[src/sv/bbp_pkg.sv]
`timescale 1ns / 1ps
// Shared types, constants and helpers for the bimodal branch predictor.
// No dependencies; every file but bbp_ram imports this package.
package bbp_pkg;

  localparam int MAX_INDEX_BITS = 12;
  localparam int TABLE_DEPTH    = 1 << MAX_INDEX_BITS;
  localparam int CTR_W          = 2;
  localparam int CFG_W          = 4;
  localparam int COUNT_W        = 32;
  localparam int PC_W           = 32;

  typedef logic [MAX_INDEX_BITS-1:0] idx_t;
  typedef logic [CTR_W-1:0]          ctr_t;
  typedef logic [CFG_W-1:0]          cfg_bits_t;
  typedef logic [COUNT_W-1:0]        count_t;

  localparam ctr_t CTR_MIN       = ctr_t'(0);
  localparam ctr_t CTR_WEAK_TAKEN = ctr_t'(2);
  localparam ctr_t CTR_MAX       = ctr_t'(3);

  // One classified branch waiting for the counter update
  typedef struct packed {
    idx_t idx;
    logic taken;
  } qent_t;

  // Table clearing sequencer status
  typedef struct packed {
    logic busy;
    idx_t addr;
  } clr_t;

  // Mask of the live index bits; out-of-range widths clamp to 1..MAX_INDEX_BITS
  function automatic idx_t idx_mask(cfg_bits_t bits);
    cfg_bits_t eff;
    idx_t      m;
    eff = bits;
    if (eff == cfg_bits_t'(0)) eff = cfg_bits_t'(1);
    if (eff > cfg_bits_t'(MAX_INDEX_BITS)) eff = cfg_bits_t'(MAX_INDEX_BITS);
    for (int i = 0; i < MAX_INDEX_BITS; i++) begin
      m[i] = (i < int'(eff));
    end
    return m;
  endfunction

  // Step a 2-bit saturating counter toward the outcome
  function automatic ctr_t ctr_step(ctr_t c, logic taken);
    ctr_t r;
    r = c;
    if (taken) begin
      if (c != CTR_MAX) r = c + ctr_t'(1);
    end else begin
      if (c != CTR_MIN) r = c - ctr_t'(1);
    end
    return r;
  endfunction

endpackage

[src/sv/bbp_queue.sv]
`timescale 1ns / 1ps
// Two-entry queue of classified branches between front and back end.
// Depends on bbp_pkg.
module bbp_queue (
  input  logic           clk,
  input  logic           rst,
  input  logic           push,
  input  bbp_pkg::qent_t push_data,
  output logic           push_ready,
  input  logic           pop,
  output logic           pop_valid,
  output bbp_pkg::qent_t pop_data
);
  import bbp_pkg::*;

  qent_t      slots [2];
  logic       wr_ptr;
  logic       rd_ptr;
  logic [1:0] count;

  assign push_ready = (count != 2'd2);
  assign pop_valid  = (count != 2'd0);
  assign pop_data   = slots[rd_ptr];

  // Store the pushed beat
  always_ff @(posedge clk) begin
    if (push) slots[wr_ptr] <= push_data;
  end

  // Advance pointers and occupancy
  always_ff @(posedge clk) begin
    if (rst) begin
      wr_ptr <= 1'b0;
      rd_ptr <= 1'b0;
      count  <= 2'd0;
    end else begin
      if (push) wr_ptr <= ~wr_ptr;
      if (pop)  rd_ptr <= ~rd_ptr;
      count <= count + 2'(push) - 2'(pop);
    end
  end

endmodule

[config.mk]
export PLATFORM = sky130hd
export DESIGN_NAME = bbp_queue
export DESIGN_NICKNAME = d
export VERILOG_FILES = /design/src/sv/bbp_pkg.sv /design/src/sv/bbp_queue.sv
export SDC_FILE = /design/constraint.sdc
export NUM_CORES = 1
export LEC_CHECK = 0
export ABC_AREA = 1
export BUFFER_PORTS_ARGS = -buffer_cell sky130_fd_sc_hd__clkbuf_2
export CAP_MARGIN = 20
export CORE_MARGIN = 3
export CORE_UTILIZATION = 54
export CTS_CLUSTER_DIAMETER = 80
export DETAILED_ROUTE_END_ITERATION = 12
export PLACE_DENSITY = 0.92
export SLEW_MARGIN = 20
export SYNTH_ARGS = -nofsm -noshare
export SYNTH_HDL_FRONTEND = slang
export SYNTH_SLANG_ARGS = --single-unit
[constraint.sdc]
create_clock -name clk -period 3.1 [get_ports clk]
set_clock_uncertainty 0.1 [all_clocks]
set_input_delay 0.465 -clock clk [delete_from_list [all_inputs] [get_ports clk]]
set_output_delay 0.465 -clock clk [all_outputs]
set_load 0.005 [all_outputs]
==> impl_results.md, run 1 <==
* Post-DRT Antenna Nets at 0
* Post-synthesis area per instance at 16.9 sq um
* Final core occ at 70.2%
* First-pass GRT wire length at 2.66 mm
* Starting DRC count in detailed routing at 16
* Drc violations at 0
* Unrepaired setup endpoints after global routing: no
* CP required at 2.53 ns
* Hold buffers post-CTS at 0
* DR pass1 iterations at 4
* Vias in the first global route at 618
* DR vias/cell at 4.87
* Die span in x at 53.1 um
* Tot GR Track Use at 15.0%
* Crit path DAT at 1.66 ns
* Longest Clk Path Bufs at 2
* # setup viols final at 0
* Via count at 667
* Port bufs at 31
* Crit start category: flop
* Crit path kind: flop to primary output
* # diodes at 0
* Yosys Warn Count at 0
* Post-layout min period at 2.22 ns
* Design Area, Final at 0.00143 sq mm
* CTS resizes at 0
* # IOs at 32
* Seq/Total Area, Yosys at 73.4%
* Total Power at 0.000807 W
* Avg WL per Cell at 13.4 um
* Clock sinks at 31
* Pleak at 0.620 nW
* Max H-tree Level at 2
* Nets at 128
* Root Buffer: clkbuf_4
* Distinct cells, synth at 13
* Die area at 0.00282 sq mm
* Post-Route Setup TNS at 0 ns
* Initial Util at 58.8%
* Hold WC Path Type: input port to flop
* Fillers at 153
* Core Region at 0.00204 sq mm
* Max IR drop VDD at 0.482 mV
* Fraction of final layout cells with drive strength greater than 1 at 45.5%
* Setup Fix Bufs, Post-CTS at 0
* MaxCap Viol Count at 0
* Max FO, Critical Path at 13
* GP Congestion at 0.677
* Placed cells at 129
* Final WL at 1.83 mm
* Vert. Die Dim at 53.1 um
* DP HPWL at 1.36 mm
* Pin count of the biggest net entering global routing at 15
* Row Count at 16
* Post-Synthesis Cells at 71
* Slew @ Worst Pin at 0.731 ns
* Status: complete, no violations
* Placed Area at 0.00139 sq mm
* CTS tree: done
* Overflow after GRT at 0
* Total CTS buffers at 5
* Clk_lat worst skew at 0.32 ns
* Final hold violation count at 0
* Final cell count without fillers at 137
* PwrDens at 563 mW/mm^2
* Mapped Area at 0.00120 sq mm
* Post-Syn Nets at 90
* Worst Setup End Kind: primary output
* Fmax at 450 MHz
* Final Cycle Share at 71.6%
* Relative slew margins at 51.2%
* CTS clock-pin slew for the worst setup and hold paths at 0.08 ns
* Initial antenna violation count at 0
* Syn-to-layout area delta at 19.5%
* R2R Setup Slk at 1.72 ns
* Max-slew violations at 0
* #FFs+latches synth at 31
[flip-flops by register name, indices dropped and copies added, names as in the netlist, named ones only]
register	flops
slots	26
count	2
rd_ptr	1
wr_ptr	1
[synthesized netlist by cell type]
cell type	number	area (sq um)
a21oi_1	1	5.00
buf_6	1	11.3
dfxtp_1	5	100
edfxtp_1	26	781
ha_1	2	25.0
inv_1	8	30.0
mux2_2	3	33.8
mux2_4	10	150
nand2_1	6	22.5
nand3_1	1	5.00
nor2_1	6	22.5
nor3_1	1	5.00
xnor2_1	1	8.76
[layer usage]
layer | vias to the layer above | wire length, um | GRT usage [%]
met5 | - | 0 | 0
met4 | 0 | 53 | 11.5
met3 | 5 | 177 | 7.32
met2 | 26 | 955 | 24.4
met1 | 310 | 644 | 14.4
li1 | 326 | - | -
[critical path: stages, from the launching register on]
cell and delay, ns:
dfxtp_1 0.80, mux2_2 0.42, clkbuf_2 0.12
[layout make-up]
| type | count | area [sq um] | share of cell area, % |
|---|---|---|---|
| clock buffer | 8 | 48.8 | 3.40 |
| inverter | 8 | 30.0 | 2.09 |
| timing repair buffer | 32 | 163 | 11.3 |
| sequential | 31 | 881 | 61.4 |
| tap | 27 | 33.8 | 2.36 |
| multi-input combinational | 31 | 278 | 19.4 |
[stage by stage]
stage / worst slack, ns / hold slack, ns
floorplan: 1.56 / 0.380
CTS: 0.851 / 0.213
detailed placement: 1.20 / 0.409
global placement: 1.26 / 0.395
finish: 0.880 / 0.231
global route: 0.797 / 0.213
[cell families (layout without fill, tap and decap cells)]
| family | count (synthesis) | in the layout | synth area share, % |
|---|---|---|---|
| DFF | 31 | 31 | 73.4 |
| AOI/OAI and AO/OA | 1 | 1 | 0.417 |
| muxes | 13 | 13 | 15.3 |
| buffers and inverters | 9 | 48 | 3.44 |
| xor gates and xnor gates | 1 | 1 | 0.730 |
| adders and majority gates | 2 | 2 | 2.09 |
| and+or+nand+nor | 14 | 14 | 4.59 |
[final timing paths]
check | endpoint | cells past startpoint | startpoint
worst min register to register | rd_ptr$_SDFFE_PP0P_ | 2 | rd_ptr$_SDFFE_PP0P_
worst min-delay path | slots[0][0]$_DFFE_PP_ | 1 | push_data[0]
worst max-delay path | pop_data[12] | 2 | flop
worst max register to register | count[1]$_SDFF_PP0_ | 8 | count[0]$_SDFF_PP0_
[power by group]
group	switching [W]	internal (W)	leakage, nW
registers	0.0000162	0.000479	0.286
logic	0.0000456	0.0000596	0.308
clock network	0.000116	0.0000901	0.0265
[cell usage in the layout, fill, tap and decap left out, types with 2 or more instances in the layout]
cell type,instances
nor2_1,6
dfxtp_1,5
clkbuf_4,5
mux2_4,10
clkbuf_2,31
ha_1,2
clkbuf_1,3
edfxtp_1,26
mux2_2,3
inv_1,8
nand2_1,6
Power figures use the tool's default switching activity.
==> inputs of run 2 (changes only) <==
- CORE_UTILIZATION: 54 -> 50
- PLACE_DENSITY: 0.92 -> 0.86
- clock period: 3.1 -> 2.3 ns (I/O delays scaled with it)
==> impl_results.md, run 2 (same netlist as run 1, synthesis figures left out) <==
* Status: complete, no violations
* CTS resizes at 0
* Total Power at 0.00111 W
* Die area at 0.00302 sq mm
* Largest regs: slots (26), count (2)
* Final hold violation count at 0
* Clk pwr share at 26.8%
* Sw Ratio at 21.0%
* Syn-to-layout area delta at 21.1%
* Slew @ Worst Pin at 0.526 ns
* DP Worst Slack at 0.797 ns
* Starting DRC count in detailed routing at 10
* Final Cycle Share at 79.0%
* Worst r2r src: count[0]$_SDFF_PP0_
* Clock sinks at 31
* DR vias/cell at 4.78
* Final core occ at 64.4%
* Nets at 129
* NetSw at 0.000232 W
* Clk_lat worst skew at 0.31 ns
* Relative slew margins at 64.9%
* Max reg flops at 26
* Crit start category: flop
* Hold WC Path Type: input port to flop
* Die span in x at 55.0 um
* DP HPWL at 1.29 mm
* Vert. Die Dim at 55.0 um
* Hold buffers post-CTS at 0
* Max IR drop VDD at 0.596 mV
* Power Internal at 0.000874 W
* FF-to-FF path depth at 8
* Longest Clk Path Bufs at 2
* Worst Setup End Kind: primary output
* Initial Util at 53.2%
* Max FO, Critical Path at 10
* Crit path DAT at 1.37 ns
* Pleak at 0.631 nW
* Top reg by flops: slots
* Fraction of final layout cells with drive strength greater than 1 at 46.8%
* CP required at 1.86 ns
* CTS tree: done
* Vias in the first global route at 612
* # diodes at 0
* Max-slew violations at 0
* Port bufs at 31
* Final WL at 1.63 mm
* R2R Path End: count[1]$_SDFF_PP0_
* Pin count of the biggest net entering global routing at 15
* DR pass1 iterations at 4
* Total CTS buffers at 5
* Via count at 665
* PwrDens at 761 mW/mm^2
* Drc violations at 0
* Most common cell after layout, fill and taps aside: clkbuf_2
* Core Region at 0.00225 sq mm
* Final worst slack at 0.483 ns
* GP Congestion at 0.679
* Logic gate share of total power at 13.7%
* Flop pwr share at 59.5%
* Most frequent cells in the layout: clkbuf_2, edfxtp_1, mux2_4
* Root Buffer: clkbuf_4
* First-pass GRT wire length at 2.47 mm
* Post-Route Setup TNS at 0 ns
* # IOs at 32
* Initial antenna violation count at 0
* Avg WL per Cell at 11.7 um
* Row Count at 17
* Overflow after GRT at 0
* Tot GR Track Use at 12.6%
* Unrepaired setup endpoints after global routing: no
* CP endpoint: pop_data[3]
* Post-DRT Antenna Nets at 0
* R2R Setup Slk at 0.92 ns
* Max H-tree Level at 2
* CTS clock-pin slew for the worst setup and hold paths at 0.09 ns
* # setup viols final at 0
* Post-layout min period at 1.82 ns
* Setup Fix Bufs, Post-CTS at 0
* MaxCap Viol Count at 0
* Fmax at 550 MHz
* Crit path kind: flop to primary output
==> run 2: cell types whose count changed in the layout (fill, tap and decap cells not counted), sizes merged <==
cell	change
buf	+1
clkinv	+1
clkbuf	-1
==> run 2: worst max-delay path, cell delays in order (launching register included) <==
cell	delay, ns
dfxtp_1	0.39
buf_4	0.25
mux2_4	0.32
clkbuf_2	0.11
==> run 2: area by class of cell <==
cell class / count / area, sq um
Clock inverter: 1 / 3.75
Timing Repair Buffer: 33 / 170
Multi-Input combinational cell: 31 / 278
Clock buffer: 7 / 55.1
Inverter: 8 / 30.0
Fill cell: 178 / 802
Tap cell: 28 / 35.0
Sequential cell: 31 / 881
==> run 2: metal layers <==
metal	global-route usage, %	vias to the layer above	wire [um]
li1	-	328	-
met2	22.6	26	837
met5	0	-	0
met4	7.29	0	41
met1	11.1	306	607
met3	6.17	5	142
==> run 2: through the flow <==
step                      hold slack (ns)  cell area, sq um  instances
after floorplan                     0.316              1200         71
after global placement              0.398              1390        131
after detailed placement            0.405              1390        131
after CTS                           0.104              1450        139
after global routing               0.0971              1450        139
final                               0.118              1450        139
==> run 2: power by group through the flow <==
stage                     logic (W)  registers [W]  clock network (W)
final                      0.000151       0.000658           0.000297
after CTS                  0.000155       0.000658           0.000307
after detailed placement   0.000154       0.000671                  0
after global routing       0.000175       0.000661           0.000335
after global placement     0.000147       0.000669                  0
after floorplan           0.0000939       0.000668                  0
==> run 2: worst min-delay path by stage <==
stage	start	to	slack, ns	depth (start not counted)
finish	push_data[0]	slots[0][0]$_DFFE_PP_	0.12	1
global route	push_data[0]	slots[0][0]$_DFFE_PP_	0.1	1
CTS	push_data[0]	slots[0][0]$_DFFE_PP_	0.10	1
detailed placement	rd_ptr$_SDFFE_PP0P_	rd_ptr$_SDFFE_PP0P_	0.41	2
global placement	wr_ptr$_SDFFE_PP0P_	wr_ptr$_SDFFE_PP0P_	0.40	2
floorplan	rst	count[0]$_SDFF_PP0_	0.32	1
