### config.mk
export PLATFORM = sky130hd
export DESIGN_NAME = bbp_back_flat
export DESIGN_NICKNAME = d
export VERILOG_FILES = /design/src/sv/bbp_pkg.sv /design/src/sv/bbp_ifs.sv /design/src/sv/bbp_back.sv /design/src/flat_wrapper.sv
export SDC_FILE = /design/constraint.sdc
export NUM_CORES = 1
export LEC_CHECK = 0
export CAP_MARGIN = 40
export CORE_MARGIN = 2
export CORE_UTILIZATION = 56
export DETAILED_ROUTE_END_ITERATION = 12
export DONT_BUFFER_PORTS = 1
export PLACE_DENSITY_LB_ADDON = 0.05
export SLEW_MARGIN = 25
export SYNTH_ARGS = -nofsm -noshare
export SYNTH_HDL_FRONTEND = slang
export SYNTH_SLANG_ARGS = --single-unit
export TNS_END_PERCENT = 20
### constraint.sdc
create_clock -name clk -period 2.1 [get_ports clk]
set_input_delay 0.21 -clock clk [delete_from_list [all_inputs] [get_ports clk]]
set_output_delay 0.21 -clock clk [all_outputs]
set_load 0.005 [all_outputs]
### src/sv/bbp_pkg.sv
`timescale 1ns / 1ps
// Shared types, constants and helpers for the bimodal branch predictor.
// No dependencies; every file but bbp_ram imports this package.
package bbp_pkg;

  localparam int MAX_INDEX_BITS = 12;
  localparam int TABLE_DEPTH    = 1 << MAX_INDEX_BITS;
  localparam int CTR_W          = 2;
  localparam int CFG_W          = 4;
  localparam int COUNT_W        = 32;
  localparam int PC_W           = 32;

  typedef logic [MAX_INDEX_BITS-1:0] idx_t;
  typedef logic [CTR_W-1:0]          ctr_t;
  typedef logic [CFG_W-1:0]          cfg_bits_t;
  typedef logic [COUNT_W-1:0]        count_t;

  localparam ctr_t CTR_MIN       = ctr_t'(0);
  localparam ctr_t CTR_WEAK_TAKEN = ctr_t'(2);
  localparam ctr_t CTR_MAX       = ctr_t'(3);

  // One classified branch waiting for the counter update
  typedef struct packed {
    idx_t idx;
    logic taken;
  } qent_t;

  // Table clearing sequencer status
  typedef struct packed {
    logic busy;
    idx_t addr;
  } clr_t;

  // Mask of the live index bits; out-of-range widths clamp to 1..MAX_INDEX_BITS
  function automatic idx_t idx_mask(cfg_bits_t bits);
    cfg_bits_t eff;
    idx_t      m;
    eff = bits;
    if (eff == cfg_bits_t'(0)) eff = cfg_bits_t'(1);
    if (eff > cfg_bits_t'(MAX_INDEX_BITS)) eff = cfg_bits_t'(MAX_INDEX_BITS);
    for (int i = 0; i < MAX_INDEX_BITS; i++) begin
      m[i] = (i < int'(eff));
    end
    return m;
  endfunction

  // Step a 2-bit saturating counter toward the outcome
  function automatic ctr_t ctr_step(ctr_t c, logic taken);
    ctr_t r;
    r = c;
    if (taken) begin
      if (c != CTR_MAX) r = c + ctr_t'(1);
    end else begin
      if (c != CTR_MIN) r = c - ctr_t'(1);
    end
    return r;
  endfunction

endpackage

### src/sv/bbp_ifs.sv


interface bbp_result_if;
  import bbp_pkg::*;
  logic   valid;
  logic   ready;
  logic   prediction;
  logic   mispredicted;
  count_t mispredict_count;
  modport source (output valid, prediction, mispredicted, mispredict_count, input ready);
  modport sink   (input valid, prediction, mispredicted, mispredict_count, output ready);
endinterface


### src/sv/bbp_back.sv
`timescale 1ns / 1ps
// Back end: reads a counter, forms prediction and miss, writes the stepped
// counter back and holds the result beat. Depends on bbp_pkg, bbp_ifs.
module bbp_back (
  input  logic             clk,
  input  logic             rst,
  input  logic             q_valid,
  input  bbp_pkg::qent_t   q_data,
  output logic             q_pop,
  output logic             rd_en,
  output bbp_pkg::idx_t    rd_addr,
  input  bbp_pkg::ctr_t    rd_data,
  output logic             wr_en,
  output bbp_pkg::idx_t    wr_addr,
  output bbp_pkg::ctr_t    wr_data,
  bbp_result_if.source     result
);
  import bbp_pkg::*;

  typedef enum logic [1:0] {
    S_IDLE   = 2'b01,
    S_UPDATE = 2'b10
  } state_t;

  state_t state, state_next;
  qent_t  cur;
  logic   pred;
  logic   miss;
  logic   out_free;
  logic   out_valid;
  logic   out_pred;
  logic   out_miss;
  count_t miss_total;

  assign pred     = (rd_data >= CTR_WEAK_TAKEN);
  assign miss     = pred != cur.taken;
  assign out_free = !out_valid || result.ready;

  // Issue a read from IDLE, retire the update once the result slot frees
  always_comb begin
    state_next = state;
    q_pop      = 1'b0;
    wr_en      = 1'b0;
    unique case (state)
      S_IDLE: begin
        if (q_valid) begin
          q_pop      = 1'b1;
          state_next = S_UPDATE;
        end
      end
      S_UPDATE: begin
        if (out_free) begin
          wr_en      = 1'b1;
          state_next = S_IDLE;
        end
      end
      default: state_next = S_IDLE;
    endcase
  end

  assign rd_en   = q_pop;
  assign rd_addr = q_data.idx;
  assign wr_addr = cur.idx;
  assign wr_data = ctr_step(rd_data, cur.taken);

  always_ff @(posedge clk) begin
    if (rst) state <= S_IDLE;
    else     state <= state_next;
  end

  // Latch the popped beat
  always_ff @(posedge clk) begin
    if (q_pop) cur <= q_data;
  end

  // Result register and running miss total
  always_ff @(posedge clk) begin
    if (rst) begin
      out_valid  <= 1'b0;
      miss_total <= '0;
    end else begin
      if (wr_en) begin
        out_valid  <= 1'b1;
        miss_total <= miss_total + count_t'(miss);
      end else if (result.ready) begin
        out_valid <= 1'b0;
      end
    end
  end

  always_ff @(posedge clk) begin
    if (wr_en) begin
      out_pred <= pred;
      out_miss <= miss;
    end
  end

  assign result.valid            = out_valid;
  assign result.prediction       = out_pred;
  assign result.mispredicted     = out_miss;
  assign result.mispredict_count = miss_total;

endmodule

### src/flat_wrapper.sv
// flat-port wrapper written by rule: the top's interface ports become plain ports
module bbp_back_flat import bbp_pkg::*;
  (clk, rst, q_valid, q_data, q_pop, rd_en, rd_addr, rd_data, wr_en, wr_addr, wr_data, result_valid, result_prediction, result_mispredicted, result_mispredict_count, result_ready);
  bbp_result_if result_i ();
  input  logic clk;
  input  logic rst;
  input  logic q_valid;
  input  bbp_pkg::qent_t q_data;
  output logic q_pop;
  output logic rd_en;
  output bbp_pkg::idx_t rd_addr;
  input  bbp_pkg::ctr_t rd_data;
  output logic wr_en;
  output bbp_pkg::idx_t wr_addr;
  output bbp_pkg::ctr_t wr_data;
  output wire logic [$bits(result_i.valid)-1:0] result_valid;
  output wire logic [$bits(result_i.prediction)-1:0] result_prediction;
  output wire logic [$bits(result_i.mispredicted)-1:0] result_mispredicted;
  output wire logic [$bits(result_i.mispredict_count)-1:0] result_mispredict_count;
  input wire logic [$bits(result_i.ready)-1:0] result_ready;
  assign result_valid = result_i.valid;
  assign result_prediction = result_i.prediction;
  assign result_mispredicted = result_i.mispredicted;
  assign result_mispredict_count = result_i.mispredict_count;
  assign result_i.ready = result_ready;
  bbp_back u_core (.clk(clk), .rst(rst), .q_valid(q_valid), .q_data(q_data), .q_pop(q_pop), .rd_en(rd_en), .rd_addr(rd_addr), .rd_data(rd_data), .wr_en(wr_en), .wr_addr(wr_addr), .wr_data(wr_data), .result(result_i));
endmodule
==> results of run 1 <==
[synthesized netlist by cell type, types with 2 or more instances]
cell / n / area share [%]
dfxtp_1: 35 / 30
nor2_1: 27 / 4.3
buf_4: 25 / 7.9
nand2_1: 16 / 2.5
edfxtp_1: 15 / 19
xnor2_1: 13 / 4.8
nand4_1: 11 / 2.9
xor2_1: 11 / 4.1
a21oi_1: 10 / 2.1
nand3_1: 10 / 2.1
clkbuf_1: 6 / 0.95
nor3_1: 6 / 1.3
nor4_1: 6 / 1.6
and3_1: 5 / 1.3
inv_1: 5 / 0.79
or3_1: 5 / 1.3
and2_1: 4 / 1.1
o21ai_0: 4 / 0.85
ha_1: 3 / 1.6
maj3_1: 2 / 0.85
nor2b_1: 2 / 0.53
o21ai_1: 2 / 0.42
[what timing repair did]
action	4_1_cts	5_1_grt
pin swaps	6	13
hold endpoints to repair	46	28
buffers inserted	2	2
endpoints found under the setup margin	8	16
resized for setup	8	12
[cell families (layout without fill, tap and decap cells)]
| kind of cell | Yosys count | in the layout | synth area share (%) |
|---|---|---|---|
| adder cells (fa/ha/maj) | 5 | 5 | 2.44 |
| buffers and inverters | 36 | 48 | 9.69 |
| XOR/XNOR | 24 | 24 | 8.90 |
| flip-flops | 50 | 50 | 48.7 |
| AO/OA/AOI/OAI | 18 | 18 | 4.08 |
| AND/OR/NAND/NOR | 106 | 106 | 25.7 |
| multiplexers | 1 | 1 | 0.477 |
[routing by layer]
layer	global-route usage [%]	up-vias
li1	-	824
met1	25.6	829
met2	40.1	84
met3	8.60	6
met4	8.82	0
met5	0	-
[path summary, 6_finish.rpt]
| check | from | to |
|---|---|---|
| hold reg to reg | u_core.result.mispredict_count[31]$_SDFFE_PP0P_ | u_core.result.mispredict_count[31]$_SDFFE_PP0P_ |
| hold / removal | rst | u_core.result.mispredict_count[20]$_SDFFE_PP0P_ |
| setup / recovery | u_core.cur[0]$_DFFE_PP_ | u_core.result.mispredict_count[26]$_SDFFE_PP0P_ |
| setup reg to reg | u_core.cur[0]$_DFFE_PP_ | u_core.result.mispredict_count[26]$_SDFFE_PP0P_ |
[metrics by stage]
stage	hold slack, ns	std cells	worst slack, ns
6_report	-0.0439	302	-0.0251
5_1_grt	-0.0722	302	-0.133
4_1_cts	-0.0504	300	-0.0246
3_5_place_dp	0.285	272	-0.0556
3_3_place_gp	0.283	272	0.0356
2_1_floorplan	0.309	240	0.000280
[state kept, by name (all words and copies together), names as in the netlist]
register and cells:
u_core.cur 1, u_core.result.valid 1, u_core.wr_addr 12, u_core.result.prediction 1
u_core.state 2, u_core.result.mispredicted 1, u_core.result.mispredict_count 32
[power by group through the flow]
stage | combinational (mW) | clock (mW) | sequential [mW]
floorplan | 0.0746 | 0 | 1.05
global route | 0.0679 | 0.638 | 1.03
global placement | 0.0333 | 0 | 1.05
finish | 0.0615 | 0.581 | 1.03
CTS | 0.0586 | 0.601 | 1.03
detailed placement | 0.0342 | 0 | 1.05
[area by class of cell]
cell class / instances / area (um^2) / area share [%]
Timing Repair Buffer: 35 / 315 / 11.5
Inverter: 5 / 18.8 / 0.684
Tap cell: 50 / 62.6 / 2.28
Multi-Input combinational cell: 154 / 1100 / 40.1
Sequential cell: 50 / 1150 / 42.0
Clock inverter: 3 / 26.3 / 0.958
Clock buffer: 5 / 68.8 / 2.51
==> impl_metrics.ini, run 1 <==
[status]
status = finished, violations left
violations = hold timing, setup timing

[final_layout]
nets = 273
design_area_um2 = 2740
filler_cell_count = 332
antennaDiodeCount = 0
final_common_cell = dfxtp_1
final_core_util_pct = 68.1
area_growth_syn_to_layout_pct = 16.1
drive_gt1_share_pct = 19.4
final_cell_mix = 35 x dfxtp_1, 27 x nor2_1, 18 x dlygate4sd3_1, 16 x nand2_1

[global_routing]
antenna_found_initial = 0
overflow = 0
grt_pass1_wl_mm = 8.02
grt_max_degree = 36
grt_pass1_vias = 1718
grt_usage_pct = 23.1

[worst_setup_path]
slowest_delay_ns = 0.46
cp-end-kind = flop
worstPathRequired_ns = 2.32
rrSetupSlack_ns = -0.03
path_class = flop to flop
cp.arrival_ns = 2.34
crit_cells = 9
cp_slowest_cell = edfxtp_1
rr_worst_depth = 9
cp_num_buf_inv = 1
cp_max_fo = 4
cp-start-kind = flop
path_cells = xor2_2 -> ha_2 -> ha_4 -> and2_4 -> nand4_1 -> buf_6 -> nor4_4 -> xnor2_1 -> nor2_1
crit_family = simple AND/OR/NAND/NOR gates

[floorplan]
die_h_um = 69.0
ios = 83
dieArea_um2 = 4750
rows = 23
die_w_um = 69.0
start_util_pct = 58.6
core_um2 = 4030

[power_and_ir_drop]
clkPwrFrac_pct = 34.7
p_leak_nw = 0.999
p_sw_mw = 0.373
seqPwrFrac_pct = 61.6
sw_frac_of_total_pct = 22.3
pwr-share-comb_pct = 3.7
power_mw = 1.67
ir_drop_mv = 0.370
p_int_mw = 1.30
powerDensity_nw_per_um2 = 610

[sta]
period_minus_slack_ns = 2.13
clock_skew_ns = 0.0107
final-setup-viol-count = 1
slew_violations = 0
fin_crit_sh_pct = 101
worst_slew_pin_slew_ns = 0.594
rsz0062_at_grt = true
fin_tns_setup_ns = -0.0251
layout_setup_ws_ns = -0.0251
max_slew_margin_pct = 60.3
fmaxAchievable_mhz = 471
finalHoldViolCount = 28
hold_ws_ns = -0.0439

[clock_tree]
htreeDepth = 2
cts_root_buf = clkbuf_8
cts_sinks = 50
cts_made_buffers = 5
clkTransAtPathRegs_ns = 0.10
tritoncts = built
cts_buffer_depth = 2
clk_latency_ns = 0.31
ctsHoldBuffers = 18

[yosys]
yosys_register_bits = 50
synthFlopType = dfxtp_1
synth.avg_cell_area_um2 = 9.84
ys_seq_area_share_pct = 48.7
async_reset_ff_share_pct = 0
synth_cells = 240
synth-edff-count = 15
synth_cell_types = 39
synth_fp_nets = 262
ys_warn_count = 0
synth_area_um2 = 2360

[placed_design]
gp_congestion = 0.804
portBuffers = 0
hpwl_mm = 3.67
place_area_um2 = 2340

[hold_path]
hold_depth = 1
hp-class = primary input to flop

[drt]
drc = 0
antenna_left = 0
wl_met3_um = 458
routed.top_layer = met4
dr.first_iter.drc_count = 85
wl_met2_mm = 2.68
viasPerCell = 5.77
met1Wirelength_mm = 2.00
wl_mm = 5.21
wire_per_inst_um = 17.2
dr.pass1.iters = 5
via_count = 1743

[flow_run]
cap_violations = 0
No activity file was read; power rests on OpenSTA's default activity.
==> run 2, diff against run 1 <==
CORE_UTILIZATION = 62   (was 56)
clock period = 2.4 ns   (was 2.1 ns; I/O delays follow)
==> impl_metrics.ini, run 2 (same netlist as run 1, synthesis figures left out) <==
[global_routing]
grt_use_met1_pct = 29.8
grt_usage_pct = 24.3
grt_pass1_wl_mm = 8.00
top_usage_layer = met2
grt_max_degree = 19
overflow = 0
antenna_found_initial = 0
gr-usage-met3_pct = 8.73
grt_pass1_vias = 1618
gr-usage-met2_pct = 39.0

[clock_tree]
cts_sinks = 50
clkTransAtPathRegs_ns = 0.10
cts_root_buf = clkbuf_8
tritoncts = built
cts_made_buffers = 5
htreeDepth = 2
clk_latency_ns = 0.31
cts_buffer_depth = 2

[final_layout]
largest_register_ffs = 32
drive_gt1_share_pct = 11.5
stdcell_count = 282
nets = 255
final_cell_mix = 35 x dfxtp_1, 27 x nor2_1, 16 x nand2_1, 15 x edfxtp_1
final_common_cell = dfxtp_1
area_growth_syn_to_layout_pct = 7.04
design_area_um2 = 2530
final_core_util_pct = 69.1
antennaDiodeCount = 0

[hold_path]
hp-start = rd_data[1]
hp-class = primary input to flop

[sta]
finalHoldViolCount = 0
fin_tns_setup_ns = 0
period_minus_slack_ns = 2.27
fmaxAchievable_mhz = 441
worst_slew_pin_slew_ns = 0.674
slew_violations = 0
hold_ws_ns = 0.0214
clock_skew_ns = 0.0106
fin_crit_sh_pct = 94.4
final-setup-viol-count = 0
max_slew_margin_pct = 55.0
layout_setup_ws_ns = 0.134

[floorplan]
start_util_pct = 64.5
ios = 83
dieArea_um2 = 4320
die_w_um = 65.7
rows = 22
core_um2 = 3660
die_h_um = 65.7

[worst_setup_path]
path_class = flop to flop
cp.arrival_ns = 2.43
cp-start-kind = flop
path_cells = xor2_2 -> ha_2 -> ha_1 -> and2_1 -> nand4_1 -> buf_4 -> nor4_2 -> xnor2_1 -> nor2_1
cp_slowest_cell = edfxtp_1
startpoint = u_core.cur[0]$_DFFE_PP_
cp-end-kind = flop
cp_max_fo = 13
worstPathRequired_ns = 2.57
crit-reg2reg-launch = u_core.cur[0]$_DFFE_PP_
slowest_delay_ns = 0.45

[drt]
wire_per_inst_um = 17.7
via_count = 1674
antenna_left = 0
dr.first_iter.drc_count = 124
drc = 0
viasPerCell = 5.94
wl_mm = 4.99
dr.pass1.iters = 4

[power_and_ir_drop]
power_mw = 1.55
ir_drop_mv = 0.394
powerDensity_nw_per_um2 = 614
p_leak_nw = 0.866

[flow_run]
cap_violations = 0

[placed_design]
portBuffers = 0
hpwl_mm = 3.33
place_area_um2 = 2230
dp.cells = 260
pre_cts_slack_ns = 0.0432
gp_congestion = 0.853

[status]
status = finished clean
run 2: cell count changes in the layout (fill, tap and decap cells not counted), moves of 3 or more:
| cell | change |
|---|---|
| buf_4 | -11 |
| dlygate4sd3_1 | -5 |
| nor4_4 | -4 |
| nor4_2 | +3 |
run 2: what timing repair did:
| action | CTS | global route |
|---|---|---|
| endpoints found under the setup margin | 0 | 11 |
| endpoints found under the hold margin | 29 | 0 |
| hold buffers | 13 | 0 |
| setup buffers | 0 | 1 |
| gates resized for setup | 0 | 7 |
run 2: worst max-delay path: cells and delay by family (launching register included):
kind | cells | cell delay (ns)
fa+ha+maj | 2 | 0.40
simple gates | 4 | 0.70
xor+xnor | 2 | 0.38
buf+inv | 1 | 0.20
flops | 1 | 0.45
run 2: final timing paths:
path,to,slack (ns),depth (start not counted)
max reg2reg,u_core.result.mispredict_count[28]$_SDFFE_PP0P_,0.13,9
min reg2reg,u_core.result.mispredict_count[31]$_SDFFE_PP0P_,0.53,2
max,u_core.result.mispredict_count[28]$_SDFFE_PP0P_,0.13,9
min,u_core.result.prediction$_DFFE_PP_,0.02,0
run 2: routing by layer:
layer  share of wire (%)  routed length, um
met2                  50               2480
met5                   0                  0
met3                 8.6                427
met1                  40               1990
met4                 1.9                 96
run 2: layout make-up:
type,instances,area [um^2]
Sequential cell,50,1150
Fill cell,288,1130
Multi-Input combinational cell,154,1020
Timing Repair Buffer,17,160
Clock buffer,5,68.8
Tap cell,48,60.1
Clock inverter,3,48.8
Inverter,5,18.8
run 2: report_power, final:
part | switching, mW | total [mW] | internal (mW)
clock | 0.295 | 0.613 | 0.318
combinational | 0.0239 | 0.0379 | 0.0140
sequential | 0.00993 | 0.900 | 0.890
total | 0.329 | 1.55 | 1.22
==> run 3, diff against run 2 <==
ABC_AREA = 1   (was unset)
CORE_UTILIZATION = 63   (was 62)
==> impl_metrics.ini, run 3 <==
[drt]
drc = 0
via_count = 2115
wl_mm = 5.75
wire_per_inst_um = 14.8
viasPerCell = 5.44
dr.pass1.iters = 4
antenna_left = 0
dr.first_iter.drc_count = 152

[final_layout]
nets = 360
final_common_cell = nand2_1
drive_gt1_share_pct = 11.5
largest_register_ffs = 32
area_growth_syn_to_layout_pct = 0.372
final_cell_mix = 77 x nand2_1, 66 x nor2_1, 35 x dfxtp_1, 33 x inv_1, 24 x nand3_1
antennaDiodeCount = 0

[power_and_ir_drop]
clkPwrFrac_pct = 37.8
ir_drop_mv = 0.366
p_leak_nw = 1.05
p_int_mw = 1.22
sw_frac_of_total_pct = 20.7
pwr-share-comb_pct = 3.5
powerDensity_nw_per_um2 = 569
seqPwrFrac_pct = 58.7
p_sw_mw = 0.318

[status]
status = finished clean

[floorplan]
rows = 23
die_w_um = 69.4
core_um2 = 4060
dieArea_um2 = 4810
die_h_um = 69.4
start_util_pct = 66.4
ios = 83

[placed_design]
hpwl_mm = 4.26
portBuffers = 0
pre_cts_slack_ns = 0.364
gp_congestion = 0.862

[global_routing]
antenna_found_initial = 0
overflow = 0
grt_usage_pct = 24.3
grt_pass1_vias = 1950
grt_max_degree = 27
grt_pass1_wl_mm = 9.40

[worst_setup_path]
worstPathRequired_ns = 2.64
cp.arrival_ns = 2.29
cp-end-kind = flop
cp_max_fo = 5
startpoint = u_core.cur[0]$_DFFE_PP_
cp-start-kind = flop
crit-reg2reg-launch = u_core.cur[0]$_DFFE_PP_
path_class = flop to flop

[yosys]
synth_area_um2 = 2690
async_reset_ff_share_pct = 0
synth_fp_nets = 378
ys_warn_count = 0
yosys-top-cells-area = dfxtp_1 26%, edfxtp_1 17%, nand2_1 11%
yosys_register_bits = 50
synth-edff-count = 15
synth.most_common_cell = nand2_1
synth_top_cell_by_area = dfxtp_1
synth_top_area_share_pct = 26.0
synthFlopType = dfxtp_1
synth_cell_types = 29
synth.avg_cell_area_um2 = 7.56
synth_cells = 356
ys_seq_area_share_pct = 42.8
ys_top_cells_by_count = 77 x nand2_1, 66 x nor2_1, 35 x dfxtp_1, 33 x inv_1, 26 x buf_4

[hold_path]
hp-start = rst
hp-class = primary input to flop

[sta]
fin_tns_setup_ns = 0
slew_violations = 0
worst_slew_pin_slew_ns = 0.386
clock_skew_ns = 0.00815
period_minus_slack_ns = 2.05
max_slew_margin_pct = 74.3
final-setup-viol-count = 0
fmaxAchievable_mhz = 489
layout_setup_ws_ns = 0.354
fin_crit_sh_pct = 85.2
finalHoldViolCount = 0
rsz0062_at_grt = false

[clock_tree]
tritoncts = built
ctsHoldBuffers = 1
cts_made_buffers = 5
cts_resized = 0
htreeDepth = 2
clk_latency_ns = 0.30
clkTransAtPathRegs_ns = 0.09
cts_buffer_depth = 2
cts_setup_buffers = 0
cts_sinks = 50
cts_root_buf = clkbuf_8

[flow_run]
cap_violations = 0
[run 3: cell types whose count changed in the layout (fill, tap and decap cells not counted), sizes merged, moves of 7 or more]
cell / change
nand2: +65
nor2: +58
inv: +31
nand3: +16
xnor2: -12
dlygate4sd3: -11
xor2: -9
a21oi: +8
nor4: -7
[run 3: through the flow]
stage                     total power, mW  utilization [%]  instance area [um^2]  cells  hold slack, ns
after global placement              0.964             63.0                  2560    378           0.309
after global routing                 1.60             66.6                  2700    389        0.000307
after floorplan                     0.991                -                  2690    356           0.339
after CTS                            1.55             66.0                  2680    387         0.00146
after detailed placement            0.969             63.0                  2560    378           0.311
final                                1.54             66.6                  2700    389          0.0158
[run 3: cell type report]
class	count	area, um^2
clock buffers	6	72.6
clock inverters	2	37.5
fillers	341	1360
inverters	38	143
multi-input cells	238	1190
flip-flops and latches	50	1150
well taps	50	62.6
repair buffers	5	50.0
[run 3: cell families (layout without fill, tap and decap cells)]
logic type               Yosys count  count (layout)  share of synthesized area [%]
XOR/XNOR                           3               3                          0.976
buffers and inverters             68              51                           13.2
flip-flops                        50              50                           42.8
AND/OR/NAND/NOR                  205             205                           36.6
adder cells (fa/ha/maj)            3               3                           1.39
AO/OA/AOI/OAI                     27              27                           5.11
[run 3: final timing paths]
check | endpoint | slack, ns | cells after the start
worst min-delay path | u_core.state[1]$_SDFFE_PP0P_ | 0.02 | 1
worst max register to register | u_core.result.mispredict_count[30]$_SDFFE_PP0P_ | 0.35 | 13
worst min register to register | u_core.result.mispredict_count[9]$_SDFFE_PP0P_ | 0.51 | 1
worst max-delay path | u_core.result.mispredict_count[30]$_SDFFE_PP0P_ | 0.35 | 13
[run 3: metal layers]
layer | track usage [%] | share of wire [%]
met3 | 7.70 | 9.9
met5 | 0 | 0
met1 | 31.9 | 44
met2 | 38.6 | 44
met4 | 6.75 | 1.4
[run 3: power by group through the flow]
stage / Combinational, mW / Clock [mW] / Sequential (mW)
2_1_floorplan: 0.0751 / 0 / 0.916
3_3_place_gp: 0.0445 / 0 / 0.920
4_1_cts: 0.0499 / 0.594 / 0.902
3_5_place_dp: 0.0470 / 0 / 0.922
6_report: 0.0542 / 0.581 / 0.901
5_1_grt: 0.0602 / 0.634 / 0.904
[run 3: worst max-delay path: stages, from the launching register on]
cell	delay, ns
edfxtp_1	0.41
nand2_1	0.12
inv_1	0.05
nor2_1	0.21
ha_1	0.22
ha_1	0.17
inv_1	0.10
nor2_8	0.17
nand2_1	0.09
nor2_1	0.14
nand3_1	0.12
nand2_1	0.08
nand2_1	0.04
nor2_1	0.08
