--- src/sv/bbp_pkg.sv ---
`timescale 1ns / 1ps
// Shared types, constants and helpers for the bimodal branch predictor.
// No dependencies; every file but bbp_ram imports this package.
package bbp_pkg;

  localparam int MAX_INDEX_BITS = 12;
  localparam int TABLE_DEPTH    = 1 << MAX_INDEX_BITS;
  localparam int CTR_W          = 2;
  localparam int CFG_W          = 4;
  localparam int COUNT_W        = 32;
  localparam int PC_W           = 32;

  typedef logic [MAX_INDEX_BITS-1:0] idx_t;
  typedef logic [CTR_W-1:0]          ctr_t;
  typedef logic [CFG_W-1:0]          cfg_bits_t;
  typedef logic [COUNT_W-1:0]        count_t;

  localparam ctr_t CTR_MIN       = ctr_t'(0);
  localparam ctr_t CTR_WEAK_TAKEN = ctr_t'(2);
  localparam ctr_t CTR_MAX       = ctr_t'(3);

  // One classified branch waiting for the counter update
  typedef struct packed {
    idx_t idx;
    logic taken;
  } qent_t;

  // Table clearing sequencer status
  typedef struct packed {
    logic busy;
    idx_t addr;
  } clr_t;

  // Mask of the live index bits; out-of-range widths clamp to 1..MAX_INDEX_BITS
  function automatic idx_t idx_mask(cfg_bits_t bits);
    cfg_bits_t eff;
    idx_t      m;
    eff = bits;
    if (eff == cfg_bits_t'(0)) eff = cfg_bits_t'(1);
    if (eff > cfg_bits_t'(MAX_INDEX_BITS)) eff = cfg_bits_t'(MAX_INDEX_BITS);
    for (int i = 0; i < MAX_INDEX_BITS; i++) begin
      m[i] = (i < int'(eff));
    end
    return m;
  endfunction

  // Step a 2-bit saturating counter toward the outcome
  function automatic ctr_t ctr_step(ctr_t c, logic taken);
    ctr_t r;
    r = c;
    if (taken) begin
      if (c != CTR_MAX) r = c + ctr_t'(1);
    end else begin
      if (c != CTR_MIN) r = c - ctr_t'(1);
    end
    return r;
  endfunction

endpackage

--- src/sv/bbp_ifs.sv ---
`timescale 1ns / 1ps
// Valid/ready channel interfaces: branch input, prediction result, config write.
// Depends on bbp_pkg for field widths.
interface bbp_branch_if;
  import bbp_pkg::*;
  logic            valid;
  logic            ready;
  logic [PC_W-1:0] pc;
  logic            taken;
  modport source (output valid, pc, taken, input ready);
  modport sink   (input valid, pc, taken, output ready);
endinterface


interface bbp_cfg_if;
  import bbp_pkg::*;
  logic      valid;
  logic      ready;
  cfg_bits_t index_bits;
  modport source (output valid, index_bits, input ready);
  modport sink   (input valid, index_bits, output ready);
endinterface

--- src/sv/bbp_front.sv ---
`timescale 1ns / 1ps
// Front end: holds the index width register, accepts branches, forms the table
// index and runs the post-reset table clearing pass. Depends on bbp_pkg, bbp_ifs.
module bbp_front (
  input  logic           clk,
  input  logic           rst,
  bbp_branch_if.sink     branch,
  bbp_cfg_if.sink        cfg,
  input  logic           q_ready,
  output logic           q_push,
  output bbp_pkg::qent_t q_data,
  output bbp_pkg::clr_t  clr
);
  import bbp_pkg::*;

  cfg_bits_t index_bits;
  logic      clr_busy;
  idx_t      clr_addr;

  // Config register, always writable
  assign cfg.ready = 1'b1;
  always_ff @(posedge clk) begin
    if (rst) begin
      index_bits <= cfg_bits_t'(MAX_INDEX_BITS);
    end else if (cfg.valid) begin
      index_bits <= cfg.index_bits;
    end
  end

  // Sweep every table entry once after reset
  always_ff @(posedge clk) begin
    if (rst) begin
      clr_busy <= 1'b1;
      clr_addr <= '0;
    end else if (clr_busy) begin
      clr_addr <= clr_addr + idx_t'(1);
      if (clr_addr == idx_t'(TABLE_DEPTH - 1)) clr_busy <= 1'b0;
    end
  end
  assign clr.busy = clr_busy;
  assign clr.addr = clr_addr;

  // Accept a beat and classify it into a table index
  assign branch.ready = q_ready && !clr_busy;
  assign q_push       = branch.valid && branch.ready;
  assign q_data.idx   = branch.pc[MAX_INDEX_BITS+1:2] & idx_mask(index_bits);
  assign q_data.taken = branch.taken;

endmodule

--- src/flat_wrapper.sv ---
// flat-port wrapper written by rule: the top's interface ports become plain ports
module bbp_front_flat import bbp_pkg::*;
  (clk, rst, q_ready, q_push, q_data, clr, branch_valid, branch_pc, branch_taken, branch_ready, cfg_valid, cfg_index_bits, cfg_ready);
  bbp_branch_if branch_i ();
  bbp_cfg_if cfg_i ();
  input  logic clk;
  input  logic rst;
  input  logic q_ready;
  output logic q_push;
  output bbp_pkg::qent_t q_data;
  output bbp_pkg::clr_t clr;
  input wire logic [$bits(branch_i.valid)-1:0] branch_valid;
  input wire logic [$bits(branch_i.pc)-1:0] branch_pc;
  input wire logic [$bits(branch_i.taken)-1:0] branch_taken;
  output wire logic [$bits(branch_i.ready)-1:0] branch_ready;
  input wire logic [$bits(cfg_i.valid)-1:0] cfg_valid;
  input wire logic [$bits(cfg_i.index_bits)-1:0] cfg_index_bits;
  output wire logic [$bits(cfg_i.ready)-1:0] cfg_ready;
  assign branch_i.valid = branch_valid;
  assign branch_i.pc = branch_pc;
  assign branch_i.taken = branch_taken;
  assign branch_ready = branch_i.ready;
  assign cfg_i.valid = cfg_valid;
  assign cfg_i.index_bits = cfg_index_bits;
  assign cfg_ready = cfg_i.ready;
  bbp_front u_core (.clk(clk), .rst(rst), .branch(branch_i), .cfg(cfg_i), .q_ready(q_ready), .q_push(q_push), .q_data(q_data), .clr(clr));
endmodule
--- config.mk ---
export PLATFORM = sky130hd
export DESIGN_NAME = bbp_front_flat
export DESIGN_NICKNAME = d
export VERILOG_FILES = /design/src/sv/bbp_pkg.sv /design/src/sv/bbp_ifs.sv /design/src/sv/bbp_front.sv /design/src/flat_wrapper.sv
export SDC_FILE = /design/constraint.sdc
export NUM_CORES = 1
export LEC_CHECK = 0
export BUFFER_PORTS_ARGS = -buffer_cell sky130_fd_sc_hd__buf_2
export CAP_MARGIN = 20
export CORE_ASPECT_RATIO = 0.75
export CORE_MARGIN = 2
export CORE_UTILIZATION = 38
export CTS_CLUSTER_DIAMETER = 120
export CTS_CLUSTER_SIZE = 20
export DETAILED_ROUTE_END_ITERATION = 10
export GPL_ROUTABILITY_DRIVEN = 1
export GPL_TIMING_DRIVEN = 0
export PLACE_DENSITY = 0.74
export RECOVER_POWER = 25
export SKIP_CTS_REPAIR_TIMING = 1
export SLEW_MARGIN = 20
export SYNTH_ARGS = -nofsm -noshare
export SYNTH_HDL_FRONTEND = slang
export SYNTH_SLANG_ARGS = --single-unit
--- constraint.sdc ---
create_clock -name clk -period 1.8 [get_ports clk]
set_clock_uncertainty 0.1 [all_clocks]
set_input_delay 0.18 -clock clk [delete_from_list [all_inputs] [get_ports clk]]
set_output_delay 0.18 -clock clk [all_outputs]
set_load 0.1 [all_outputs]
==> flow_metrics.py, run 1 <==
metrics = {
    "run_status": {
        "outcome": "finished clean",
    },
    "timing": {
        "period_needed_ps": 1740,
        "setup_viol": 0,
        "min_period_over_period_pct": 96.6,
        "maxSlewHeadroom_pct": 23.0,
        "worst_pin_slew_ps": 1160,
        "hold_violations": 0,
        "slew_viol_final": 0,
        "fmax_ghz": 0.575,
    },
    "synth": {
        "syn-cell-area_um2": 885,
        "yosysTopAreaCell": "dfxtp_1",
        "ys_warn_count": 0,
        "synth.top_cell.area_share_pct": 38.5,
        "ys_ff_latch": 17,
        "syn_inst": 102,
        "synthTopCellsByArea": "dfxtp_1 (38%), a21oi_1 (5.1%), nor2b_1 (4.2%), o31ai_1 (4.2%), mux2i_1 (3.4%)",
        "synth_top_flop_cell": "dfxtp_1",
        "synth_nets": 145,
        "synth-edff-count": 0,
        "synth_cell_type_count": 32,
        "postSynthAreaPerCell_um2": 8.67,
        "synth-async-reset-ratio_pct": 0,
        "ys_seq_area_share_pct": 38.5,
    },
    "die": {
        "dieArea_um2": 2730,
        "start_util_pct": 39.3,
        "die_w_um": 59.7,
        "ios": 71,
        "design.core.area_um2": 2250,
        "die_height_um": 45.8,
        "rows": 15,
    },
    "power_and_ir_drop": {
        "p_leak_uw": 0.000576,
        "ir_drop_v": 0.000333,
        "p_clk_share_pct": 22.0,
        "cellInternalPower_uw": 546,
        "pwr-share-comb_pct": 35.1,
        "p_per_area_nw_per_um2": 751,
        "pwr-share-seq_pct": 43.0,
        "switching_share_pct": 41.9,
        "power_uw": 940,
        "switching_power_uw": 394,
    },
    "clock_network": {
        "tritoncts": "yes",
        "insertion_delay_ps": 290,
        "cts_root_buf": "clkbuf_4",
        "clockBufferDepth": 2,
        "htreeDepth": 1,
        "path_clk_slew_ps": 100,
        "numCtsBuffers": 3,
        "clock_sinks": 17,
    },
    "place": {
        "port_buffers": 46,
        "dpl_cell_area_um2": 1180,
        "hpwl_mm": 1.68,
        "place_congestion": 0.754,
    },
    "drt": {
        "drt-vias-per-instance": 5.24,
        "wl_per_cell_um": 12.8,
        "num_vias": 927,
        "drc": 0,
        "drt-total-wl_mm": 2.26,
        "postRouteAntennaNets": 0,
        "first_pass_iters": 2,
        "drt-initial-drc-count": 19,
    },
    "final_layout": {
        "fin_area_um2": 1250,
        "layout.nets": 196,
        "nFillCells": 201,
        "layout-area-overhead-vs-synth_pct": 41.4,
        "antenna_cells": 0,
        "seqCellArea_um2": 364,
        "drive_above_1_share_pct": 48.7,
        "multi_input_area_um2": 495,
    },
    "setup_path": {
        "critPathMaxFanout": 8,
        "cpMaxStageDelayCell": "buf_2",
        "crit_family": "buffers and inverters",
        "slowest_delay_ps": 410,
        "arrival_ps": 1460,
        "end_kind": "primary output",
        "critPathRequiredTime_ps": 1520,
        "critical_path.startpoint_type": "flop",
        "critPathKind": "flop to primary output",
        "crit_chain": "buf_4 > nor2b_2 > and2_2 > buf_2",
        "cp.buffers_inverters": 2,
    },
    "global_route": {
        "grt_use_total_pct": 16.2,
        "antenna_found_initial": 0,
        "grt_pass1_vias": 805,
        "grt_pass1_wl_mm": 3.40,
        "grt_start_max_net_pins": 11,
        "grt_overflow": 0,
    },
    "hold_path": {
        "hold_path.class": "input port to flop",
    },
    "flow_run": {
        "max-cap-violations": 0,
    },
}
## final timing paths
check | start | end | slack, ps | depth (start not counted)
worst max-delay path | u_core.clr_busy | q_push | 60 | 4
worst min-delay path | cfg_index_bits[1] | u_core.index_bits[1] | 30 | 3
worst max register to register | u_core.clr_addr[0] | u_core.clr_addr[10] | 180 | 4
worst min register to register | u_core.clr_addr[10] | u_core.clr_addr[10] | 390 | 2
## registers in the layout, indices dropped and copies added (netlist names)
register           flops
u_core.clr_busy        1
u_core.index_bits      4
u_core.clr_addr       12
## area by class of cell
type	instances	share of cell area [%]
Multi-Input combinational cell	73	39.6
Sequential cell	17	29.1
Timing Repair Buffer	48	21.8
Buffer	9	4.60
Tap cell	25	2.50
Clock buffer	4	2.10
Inverter	1	0.300
## cells by family after synthesis
logic type / count (synthesis) / share of synthesized area, %
other cells: 1 / 0.424
simple gates: 37 / 24.3
flops: 17 / 38.5
fa+ha+maj: 1 / 1.41
compound gates: 27 / 20.4
mux: 3 / 3.39
buf+inv: 12 / 7.64
xor+xnor: 4 / 3.96
## layout by cell type, fill, tap and decap left out, types with 2 or more instances in the layout
cell / Yosys / layout
dlygate4sd3_1: 0 / 2
nand3_1: 4 / 3
clkbuf_1: 6 / 6
dfxtp_2: 0 / 7
nand4_1: 2 / 2
buf_4: 4 / 4
a21oi_1: 9 / 9
o21ai_0: 3 / 3
nor2b_1: 6 / 2
or4_1: 4 / 4
nand2_1: 4 / 4
o21a_1: 3 / 3
mux2i_1: 3 / 3
nand4_2: 2 / 2
dfxtp_1: 17 / 6
nor2b_2: 0 / 4
clkbuf_4: 0 / 13
a211o_1: 2 / 2
or3_1: 2 / 2
nor2_1: 8 / 7
o31ai_1: 5 / 5
dfxtp_4: 0 / 4
buf_2: 0 / 34
xor2_1: 3 / 3
## Yosys cell counts, types with 3 or more instances
master / n
dfxtp_1: 17
a21oi_1: 9
nor2_1: 8
clkbuf_1: 6
nor2b_1: 6
o31ai_1: 5
buf_4: 4
nand2_1: 4
nand3_1: 4
or4_1: 4
mux2i_1: 3
o21a_1: 3
o21ai_0: 3
xor2_1: 3
## per-layer routing
metal	track usage, %	routed length [µm]	vias up
met3	3.13	84	2
met4	5.78	19	0
met5	0	0	-
li1	-	-	465
met2	26.7	1190	24
met1	21.2	962	436
## power by group through the flow
stage	clock network [µW]	logic (µW)	registers, µW
finish	206	330	404
floorplan	0	229	445
CTS	213	325	397
detailed placement	0	325	406
global route	236	344	407
global placement	0	321	405
## metrics by stage
stage / hold WS (ps) / instances / worst slack, ps / utilization (%) / setup TNS (ps)
finish: 27.7 / 177 / 61.0 / 55.6 / 0
global placement: 283 / 173 / 196 / 52.6 / 0
CTS: -18.1 / 177 / -126 / 53.7 / -983
global route: 42.2 / 177 / -4.23 / 55.6 / -4.23
detailed placement: 286 / 173 / 138 / 52.6 / 0
floorplan: 198 / 102 / -379 / - / -379
## worst register-to-register path: stages, from the launching register on
cell and delay [ps]:
dfxtp_4 380, ha_1 240, nand3_2 160, or4_1 530, a21oi_1 150
(Power assumes the default switching activity.)
==> run 2, diff against run 1 <==
--- a/config.mk
+++ b/config.mk
@@ -5,7 +5,7 @@
 export SDC_FILE = /design/constraint.sdc
 export NUM_CORES = 1
 export LEC_CHECK = 0
-export BUFFER_PORTS_ARGS = -buffer_cell sky130_fd_sc_hd__buf_2
+export BUFFER_PORTS_ARGS = -buffer_cell sky130_fd_sc_hd__buf_4
 export CAP_MARGIN = 20
 export CORE_ASPECT_RATIO = 0.75
 export CORE_MARGIN = 2
==> run 2 against run 1 <==
  * The run now ends with hold timing left
  * Sequential power about the same
  * Sequential cell count unchanged
  * Combinational power up 4%
  * First-iteration DRC count rose to 2.7 times the previous value
  * Fmax up 4.9%
  * Critical path type unchanged
==> flow_metrics.py, run 2 (synthesis results as in run 1) <==
metrics = {
    "run_status": {
        "outcome": "complete, but fails checks",
        "violations": "hold timing",
    },
    "setup_path": {
        "crit_chain": "o21a_1 > o21a_1 > buf_4",
        "critical_path.startpoint_type": "flop",
        "critPathRequiredTime_ps": 1520,
        "end_kind": "primary output",
        "critPathKind": "flop to primary output",
        "slowest_delay_ps": 530,
        "crit_family": "flip-flops",
        "critPathMaxFanout": 11,
        "cpMostUsedCell": "o21a_1",
        "arrival_ps": 1380,
        "cp.buffers_inverters": 1,
        "cpMaxStageDelayCell": "dfxtp_1",
    },
    "final_layout": {
        "layout.nets": 195,
        "layout_commonest_cell": "buf_4",
        "layout-area-overhead-vs-synth_pct": 49.4,
        "fin_util_pct": 58.7,
        "final_cell_mix": "buf_4 (47), a21oi_1 (9), nor2_1 (7), dfxtp_2 (7)",
        "fin_area_um2": 1320,
        "top_regs": "u_core.clr_addr x12, u_core.index_bits x4, u_core.clr_busy x1",
        "largest_register_ffs": 12,
        "top_register": "u_core.clr_addr",
        "drive_above_1_share_pct": 48.3,
        "layout.cells.non_filler": 176,
        "antenna_cells": 0,
        "nFillCells": 216,
    },
    "place": {
        "port_buffers": 46,
        "hpwl_mm": 1.68,
        "dp_cells": 173,
        "place_congestion": 0.750,
        "dpl_cell_area_um2": 1300,
    },
    "timing": {
        "hold_slack_ps": -2.97,
        "period_needed_ps": 1660,
        "slew_viol_final": 0,
        "hold_violations": 1,
        "maxSlewHeadroom_pct": 22.9,
        "min_period_over_period_pct": 92.1,
        "setup_viol": 0,
        "rsz0062_at_grt": "no",
        "worst_pin_slew_ps": 1160,
        "fmax_ghz": 0.603,
    },
    "drt": {
        "num_vias": 906,
        "drt-vias-per-instance": 5.15,
        "drt-total-wl_mm": 2.13,
        "postRouteAntennaNets": 0,
        "wl_per_cell_um": 12.1,
        "drc": 0,
        "first_pass_iters": 4,
        "drt-initial-drc-count": 52,
    },
    "clock_network": {
        "numCtsBuffers": 3,
        "tritoncts": "yes",
        "insertion_delay_ps": 280,
        "clockBufferDepth": 2,
        "path_clk_slew_ps": 90,
        "clock_sinks": 17,
        "cts_root_buf": "clkbuf_4",
        "htreeDepth": 1,
    },
    "die": {
        "start_util_pct": 39.3,
        "design.core.area_um2": 2250,
        "die_height_um": 45.8,
        "dieArea_um2": 2730,
        "ios": 71,
        "die_w_um": 59.7,
        "rows": 15,
    },
    "global_route": {
        "grt_pass1_wl_mm": 3.22,
        "grt_overflow": 0,
        "grt_use_total_pct": 15.5,
        "grt_start_max_net_pins": 11,
        "grt_pass1_vias": 755,
        "antenna_found_initial": 0,
    },
    "hold_path": {
        "hold_path.class": "input port to flop",
    },
    "power_and_ir_drop": {
        "p_per_area_nw_per_um2": 714,
        "ir_drop_v": 0.000380,
        "power_uw": 944,
        "p_leak_uw": 0.000593,
    },
    "flow_run": {
        "max-cap-violations": 0,
    },
}
==> run 2: cell types whose count changed in the layout (fill, tap and decap cells not counted), sizes merged <==
cell         before  now
buf              39   48
dlygate4sd3       2    1
clkbuf           20   11
==> run 2: path summary, 6_finish.rpt <==
kind,start,depth (start not counted),slack (ps),end
max,u_core.index_bits[2],3,140,q_data[5]
min,cfg_index_bits[2],2,-3,u_core.index_bits[2]
max reg2reg,u_core.clr_addr[0],4,160,u_core.clr_addr[10]
min reg2reg,u_core.clr_addr[10],2,380,u_core.clr_addr[10]
==> run 2: worst register-to-register path: stages, from the launching register on <==
cell     delay [ps]
dfxtp_4         380
ha_1            210
nand3_1         200
or4_1           540
a21oi_1         140
==> run 2: power breakdown <==
group          switching [µW]  leakage [µW]  internal (µW)
registers                19.0      0.000145            385
logic                     253      0.000433           90.5
clock network             110     0.0000150           86.0
==> run 2: metal layers <==
metal	global-route usage [%]	vias up	part of all wire (%)	wire [µm]
met1	19.1	421	44	926
li1	-	463	-	-
met2	27.0	20	52	1100
met5	0	-	0	0
met3	3.41	2	3.9	83
met4	5.33	0	0.89	19
==> run 2: per-stage QoR <==
step / TNS [ps] / hold slack [ps] / worst slack [ps]
floorplan: -379 / 198 / -379
CTS: -26.8 / -13.4 / -21.2
finish: 0 / -2.97 / 142
global placement: 0 / 281 / 184
detailed placement: 0 / 290 / 151
global route: 0 / 1.78 / 46.8
==> run 2: final cells by class <==
class                           instances  area [µm²]  share of cell area, %
Inverter                                1        3.75                  0.284
Buffer                                  9        57.6                   4.36
Tap cell                               25        31.3                   2.37
Clock buffer                            4        26.3                   1.99
Timing Repair Buffer                   47         348                   26.3
Sequential cell                        17         364                   27.6
Multi-Input combinational cell         73         490                   37.1
==> run 3, diff against run 2 <==
--- a/config.mk
+++ b/config.mk
@@ -15,7 +15,7 @@
 export DETAILED_ROUTE_END_ITERATION = 10
 export GPL_ROUTABILITY_DRIVEN = 1
 export GPL_TIMING_DRIVEN = 0
-export PLACE_DENSITY = 0.74
+export PLACE_DENSITY = 0.83
 export RECOVER_POWER = 25
 export SKIP_CTS_REPAIR_TIMING = 1
 export SLEW_MARGIN = 20
==> run 3 against run 2 <==
  * The run now ends clean
  * Sequential power about the same
  * Combinational power about the same
  * Clock power about the same
  * Non-clock buffer count up 1
  * Cell area up 0.66%
  * Global-route usage up 1.6 points
  * Count of clock-buffer cells in the layout unchanged
  * Largest power group unchanged
  * Via count up 0.77%
  * Die area unchanged
==> flow_metrics.py, run 3 (synthesis results as in run 1) <==
metrics = {
    "drt": {
        "num_vias": 913,
        "drt-vias-per-instance": 5.16,
        "wl_per_cell_um": 12.7,
        "drt-initial-drc-count": 10,
        "drt-total-wl_mm": 2.24,
        "postRouteAntennaNets": 0,
        "drc": 0,
        "first_pass_iters": 4,
    },
    "final_layout": {
        "fin_util_pct": 59.1,
        "drive_above_1_share_pct": 47.4,
        "layout-area-overhead-vs-synth_pct": 50.4,
        "top_regs": "u_core.clr_addr x12, u_core.index_bits x4, u_core.clr_busy x1",
        "layout_commonest_cell": "buf_4",
        "final_cell_mix": "buf_4 (47), a21oi_1 (9), nor2_1 (7), dfxtp_1 (7)",
        "layout.nets": 196,
        "top_register": "u_core.clr_addr",
        "largest_register_ffs": 12,
        "antenna_cells": 0,
    },
    "clock_network": {
        "htreeDepth": 1,
        "tritoncts": "yes",
        "clock_sinks": 17,
        "clockBufferDepth": 2,
        "insertion_delay_ps": 290,
        "numCtsBuffers": 3,
        "cts_root_buf": "clkbuf_4",
        "path_clk_slew_ps": 90,
    },
    "setup_path": {
        "slowest_delay_ps": 540,
        "arrival_ps": 1390,
        "cp.buffers_inverters": 1,
        "critPathKind": "flop to primary output",
        "reg2reg_slack_ps": 140,
        "cpMostUsedCell": "o21a_1",
        "cpMaxStageDelayCell": "dfxtp_1",
        "end_kind": "primary output",
        "r2r_start": "u_core.clr_addr[0]",
        "path_depth": 3,
        "ff2ff_path_depth": 4,
        "r2r-end": "u_core.clr_addr[10]",
        "crit_family": "flip-flops",
        "critPathMaxFanout": 11,
        "critPathRequiredTime_ps": 1520,
        "critical_path.startpoint_type": "flop",
        "crit_chain": "o21a_1 > o21a_1 > buf_4",
    },
    "global_route": {
        "grt_overflow": 0,
        "antenna_found_initial": 0,
        "grt_start_max_net_pins": 11,
        "busiest_layer": "met2",
        "grt_use_total_pct": 17.2,
        "grt_pass1_wl_mm": 3.54,
        "grt_util_met3_pct": 4.26,
        "use_met1_pct": 21.8,
        "grt_pass1_vias": 838,
        "use_met2_pct": 27.4,
    },
    "die": {
        "dieArea_um2": 2730,
        "die_w_um": 59.7,
        "die_height_um": 45.8,
        "design.core.area_um2": 2250,
        "ios": 71,
        "rows": 15,
        "start_util_pct": 39.3,
    },
    "hold_path": {
        "worstHoldStart": "cfg_index_bits[0]",
        "holdPathEnd": "u_core.index_bits[0]",
        "hold_path.class": "input port to flop",
        "hold_depth": 3,
    },
    "power_and_ir_drop": {
        "ir_drop_v": 0.000566,
        "pwr-share-seq_pct": 42.5,
        "p_per_area_nw_per_um2": 713,
        "pwr-share-comb_pct": 36.6,
        "switching_power_uw": 386,
        "p_leak_uw": 0.000596,
        "power_uw": 949,
        "switching_share_pct": 40.7,
        "cellInternalPower_uw": 563,
        "p_clk_share_pct": 20.9,
    },
    "place": {
        "preCtsSetupSlack_ps": 178,
        "place_congestion": 0.720,
        "port_buffers": 46,
        "hpwl_mm": 1.80,
    },
    "flow_run": {
        "max-cap-violations": 0,
    },
    "timing": {
        "fmax_ghz": 0.598,
        "min_period_over_period_pct": 93.0,
        "setup_viol": 0,
        "hold_violations": 0,
        "slew_viol_final": 0,
        "maxSlewHeadroom_pct": 22.5,
        "worst_slack_ps": 127,
        "worst_pin_slew_ps": 1170,
        "rsz0062_at_grt": "no",
        "period_needed_ps": 1670,
    },
    "run_status": {
        "outcome": "finished clean",
    },
}
## run 3: changes by cell type in the layout (fill, tap and decap cells not counted), sizes merged
cell / change
dlygate4sd3: +1
## run 3: per-layer routing
layer,vias up,part of all wire (%)
met4,0,1.7
met1,418,43
met2,26,51
li1,465,-
met3,4,4.5
met5,-,0
## run 3: worst max-delay path by stage
stage	startpoint	to	slack, ps
floorplan	u_core.clr_busy	q_push	-380
global placement	u_core.clr_addr[0]	u_core.clr_addr[10]	190
detailed placement	u_core.clr_addr[0]	u_core.clr_addr[10]	180
CTS	u_core.index_bits[3]	q_data[11]	-10
global route	u_core.clr_addr[0]	u_core.clr_addr[8]	30
finish	u_core.index_bits[2]	q_data[5]	130
## run 3: through the flow
| step | area [µm²] | setup TNS [ps] | hold slack, ps | cells |
|---|---|---|---|---|
| 2_1_floorplan | 922 | -379 | 198 | 102 |
| 3_3_place_gp | 1300 | 0 | 281 | 173 |
| 3_5_place_dp | 1300 | 0 | 291 | 173 |
| 4_1_cts | 1330 | -25.9 | -13.9 | 177 |
| 5_1_grt | 1330 | 0 | 25.5 | 177 |
| 6_report | 1330 | 0 | 45.1 | 177 |
## run 3: cell type report
cell class / instances / area (µm²)
clock buffer: 4 / 26.3
tap: 25 / 31.3
multi-input combinational: 73 / 490
fill: 206 / 922
sequential: 17 / 363
buffer: 9 / 57.6
timing repair buffer: 48 / 358
inverter: 1 / 3.75
## run 3: tightest hold or removal path, cell delays in order
cell and delay (ps):
buf_4 80, mux2i_1 50, nor2_1 90
## run 3: power by group through the flow
stage	logic (µW)	registers [µW]	clock network (µW)
final	347	403	198
after CTS	355	397	209
after floorplan	229	445	0
after detailed placement	354	406	0
after global routing	360	406	235
after global placement	350	405	0
